--- src/rtl/pmb_pkg.sv ---
package pmb_pkg;

  // sizing of the two sub-buffers
  localparam int SUB_DEPTH = 1024;
  localparam int CFG_W     = 11;
  localparam int LEN_W     = 8;
  localparam int RCAP_W    = 11;
  localparam int OFF_W     = $clog2(SUB_DEPTH + 1);
  localparam int ADDR_W    = $clog2(2 * SUB_DEPTH);
  localparam int CAP_W     = (OFF_W > CFG_W) ? OFF_W : CFG_W;
  localparam int SUM_W     = ((OFF_W > LEN_W) ? OFF_W : LEN_W) + 1;

  localparam logic [CFG_W-1:0] CAP_RESET = CFG_W'(1024);

  typedef enum logic [1:0] {
    CMD_WRITE_BEGIN,
    CMD_WRITE_BYTE,
    CMD_READ_BEGIN,
    CMD_READ_BYTE
  } cmd_t;

  typedef enum logic [2:0] {
    ST_OK,
    ST_FULL,
    ST_EMPTY,
    ST_SMALL,
    ST_SEQ
  } status_t;

  typedef enum logic [1:0] {
    S_IDLE,
    S_LOOKUP,
    S_COMMIT
  } state_t;

  // commands from the controller to the datapath
  typedef struct packed {
    logic capture;
    logic lookup;
    logic commit;
  } ctrl_cmd_t;

endpackage

--- src/rtl/pmb_ctrl.sv ---
module pmb_ctrl (
  input  logic              clk,
  input  logic              rst,
  input  logic              in_valid,
  output logic              in_ready,
  input  logic              out_ready,
  output logic              out_valid,
  output pmb_pkg::ctrl_cmd_t cmd
);
  import pmb_pkg::*;

  state_t state, state_next;
  logic   slot_free;

  // output register can take a word this cycle
  assign slot_free = !out_valid || out_ready;

  // next state
  always_comb begin
    state_next = state;
    case (state)
      S_IDLE:   if (in_valid) state_next = S_LOOKUP;
      S_LOOKUP: state_next = S_COMMIT;
      S_COMMIT: if (slot_free) state_next = S_IDLE;
      default:  state_next = S_IDLE;
    endcase
  end

  // outputs
  always_comb begin
    in_ready    = 1'b0;
    cmd.capture = 1'b0;
    cmd.lookup  = 1'b0;
    cmd.commit  = 1'b0;
    case (state)
      S_IDLE: begin
        in_ready    = 1'b1;
        cmd.capture = in_valid;
      end
      S_LOOKUP: cmd.lookup = 1'b1;
      S_COMMIT: cmd.commit = slot_free;
      default: ;
    endcase
  end

  // state and output valid flag
  always_ff @(posedge clk) begin
    if (rst) begin
      state     <= S_IDLE;
      out_valid <= 1'b0;
    end else begin
      state <= state_next;
      if (cmd.commit) begin
        out_valid <= 1'b1;
      end else if (out_ready) begin
        out_valid <= 1'b0;
      end
    end
  end

`ifndef SYNTH
  a_commit_shows: assert property (@(posedge clk) disable iff (rst)
    cmd.commit |=> out_valid) else $error("result not presented after commit");
  a_commit_holds: assert property (@(posedge clk) disable iff (rst)
    (state == S_COMMIT && !slot_free) |=> state == S_COMMIT)
    else $error("commit left while output blocked");
  a_capture_next: assert property (@(posedge clk) disable iff (rst)
    cmd.capture |=> cmd.lookup) else $error("lookup did not follow capture");
  a_cmd_excl: assert property (@(posedge clk) disable iff (rst)
    $onehot0(cmd)) else $error("overlapping datapath commands");
  a_no_accept_busy: assert property (@(posedge clk) disable iff (rst)
    (cmd.lookup || state == S_COMMIT) |-> !in_ready)
    else $error("input taken while an item is in flight");
`endif

endmodule

--- config.mk ---
export PLATFORM = sky130hd
export DESIGN_NAME = pmb_ctrl
export DESIGN_NICKNAME = d
export VERILOG_FILES = /design/src/rtl/pmb_pkg.sv /design/src/rtl/pmb_ctrl.sv
export SDC_FILE = /design/constraint.sdc
export NUM_CORES = 1
export LEC_CHECK = 0
export BUFFER_PORTS_ARGS = -buffer_cell sky130_fd_sc_hd__buf_2
export CORE_AREA = 2 2 39 41
export CTS_BUF_LIST = sky130_fd_sc_hd__clkbuf_4 sky130_fd_sc_hd__clkbuf_8 sky130_fd_sc_hd__clkbuf_16
export DETAILED_ROUTE_END_ITERATION = 8
export DIE_AREA = 0 0 41 43
export GPL_ROUTABILITY_DRIVEN = 0
export HOLD_SLACK_MARGIN = 0.05
export SLEW_MARGIN = 20
export SYNTH_ARGS = -nofsm -noshare
export SYNTH_HDL_FRONTEND = slang
export SYNTH_SLANG_ARGS = --single-unit
--- constraint.sdc ---
create_clock -name clk -period 0.98 [get_ports clk]
set_input_delay 0.098 -clock clk [delete_from_list [all_inputs] [get_ports clk]]
set_output_delay 0.098 -clock clk [all_outputs]
set_load 0.01 [all_outputs]
==> results.cfg <==
[run_status]
outcome = finished with violations
violations = negative setup slack

[critical_path]
r2r-end = state[1]
crit_path_end = cmd[1]
path_depth = 2
worstPathBufferInverterCount = 1
critPathLaunchType = flip-flop
cpLargestDelayFamily = flip-flops
crit_type = reg2out
crit_start = state[1]
r2r-start = state[1]
path_max_fanout = 5
crit_slowest_cell = dfxtp_4
ff2ff_path_depth = 2
crit_chain = and2b_4 -> buf_6
slowest_delay_ns = 0.35
rrSetupSlack_ns = 0.14
worstPathRequired_ns = 0.88
crit_arrival_ns = 0.92
end_kind = output port

[timing]
hold_slack_ns = 0.168
tightest_slew_ns = 0.141
max_slew_margin_pct = 90.5
fmax_ghz = 0.981
finalCritPeriodShare_pct = 104
drv_slew = 0
setup_viol_count_final = 3
clock_skew_ns = 0.00193
rsz0062_at_grt = yes
period_needed_ns = 1.02
hold_viol = 0
setup_ws_ns = -0.0390
setup_tns_ns = -0.0895

[die]
core-area_sq_um = 1380
die_area_sq_um = 1760
die_w_um = 41
initial_core_util_pct = 10.0
dieHeight_um = 43
ioPinCount = 9
placementRows = 14

[placement]
post_dp_cell_area_sq_um = 199
portBuffers = 8
place_inst = 37

[detailed_routing]
drc = 0
drtAntennaViolNets = 0
routed_wl_um = 292
dr_wl_met3_um = 46
wl_met1_um = 100
routed.top_layer = met3
wl_per_cell_um = 6.95
drt_iter0_markers = 0
dr_wl_met2_um = 145
viasPerCell = 3.14
vias = 132
dr.pass1.iters = 1

[grt]
grt_pass1_wl_um = 393
antenna_found_initial = 0
grt_pass1_vias = 115
grt_max_degree = 6
grtUsageTotal_pct = 4.51
grt_remaining_overflow = 0

[synthesis]
synth_warnings = 0
synth_top_area_share_pct = 43.2
ys_types = 9
synthCells = 13
syn_nets = 17
ys_ff_latch = 3
synth.area.top_cells = dfxtp_1, and4bb_1, nand2b_1, nor2b_1, nor3b_2
netlist_area_sq_um = 139
synth_seq_area_share_pct = 43.2
syn_area_per_cell_sq_um = 10.7
synth_area_leader_cell = dfxtp_1

[cells_and_area]
design_area_sq_um = 258
multi_input_area_sq_um = 86.3
fin_cells = 42
nets = 31
area_growth_pct = 85.6
drive_gt1_share_pct = 65.4
seq_area_sq_um = 65.1
fillers = 158
diodes = 0

[cts]
cts_tree = done
cts_inserted_buffers = 3
cts-root-buf = clkbuf_4
htreeDepth = 1
post_cts_buffers = 0
clk_path_buf_depth = 2
clk_latency_ns = 0.23
cts_sinks = 3
clk_pin_slew_ns = 0.03

[power_and_ir_drop]
powerDensity_nw_per_um2 = 1650
peakVddDrop_v = 0.000270
finalPower_w = 0.000426
total_leakage_power_nw = 0.124

[min_path]
holdCritPathClass = in2reg

[flow_run]
maxCapViolCount = 0
==> layout make-up <==
type / count / share of cell area, %
timing repair buffer: 9 / 21.8
multi-input combinational: 10 / 33.5
clock buffer: 4 / 11.7
tap: 16 / 7.77
sequential: 3 / 25.2
==> stage by stage <==
step                      setup slack [ns]  utilization [%]
after floorplan                      0.130                -
after global placement               0.119             14.4
after detailed placement             0.110             14.4
after CTS                          -0.0522             18.6
after global routing                -0.102             18.6
final                              -0.0390             18.6
==> how the worst min path moves through the flow <==
| stage | from | endpoint | slack (ns) | cells past startpoint |
|---|---|---|---|---|
| 3_5_place_dp | rst | state[0] | 0.30 | 2 |
| 4_1_cts | out_ready | out_valid | 0.17 | 3 |
| 5_1_grt | out_ready | out_valid | 0.18 | 3 |
| 6_report | out_ready | out_valid | 0.17 | 3 |
| 3_3_place_gp | rst | state[0] | 0.30 | 2 |
| 2_1_floorplan | rst | out_valid | 0.17 | 1 |
==> kinds of logic after synthesis <==
group            share of synthesized area [%]
flip-flops                                43.2
AO/OA/AOI/OAI                             10.8
AND/OR/NAND/NOR                           45.9
==> metal layers <==
metal / vias to the layer above / track usage (%)
met5: - / 0
met4: 0 / 6.00
met3: 0 / 6.28
met2: 7 / 5.63
met1: 55 / 1.92
li1: 70 / -
==> worst min-delay path, cell delays in order <==
cell and delay, ns:
buf_2 0.08, nand2b_1 0.10, a21oi_1 0.06
==> synth_stat cells <==
cell type  count
and4bb_1       1
a21oi_1        1
nand2b_1       2
dfxtp_1        3
and2b_4        1
o21ba_1        1
nor3b_2        1
nor2_1         1
nor2b_1        2
==> where the power goes <==
| group | leakage, nW | internal [W] | switching (W) |
|---|---|---|---|
| combinational | 0.0803 | 0.0000344 | 0.0000192 |
| sequential | 0.0256 | 0.000128 | 0.00000732 |
| clock | 0.0184 | 0.000180 | 0.0000577 |
| total | 0.124 | 0.000342 | 0.0000843 |
==> placed cells by master, fill, tap and decap left out, drive strengths merged <==
master	instances
a21oi	1
and2b	1
and4bb	1
buf	8
clkbuf	4
dfxtp	3
dlygate4sd3	1
nand2b	2
nor2	1
nor2b	2
nor3b	1
o21ba	1
==> flip-flops by register name, summed over array words and instances, names as in the netlist <==
| register | flops |
|---|---|
| out_valid | 1 |
| state | 2 |
==> repair_timing <==
item,CTS,global route
endpoints found under the hold margin,1,0
gates resized for setup,5,0
hold buffers,1,0
setup endpoints to repair,3,3
(Power assumes the default switching activity.)
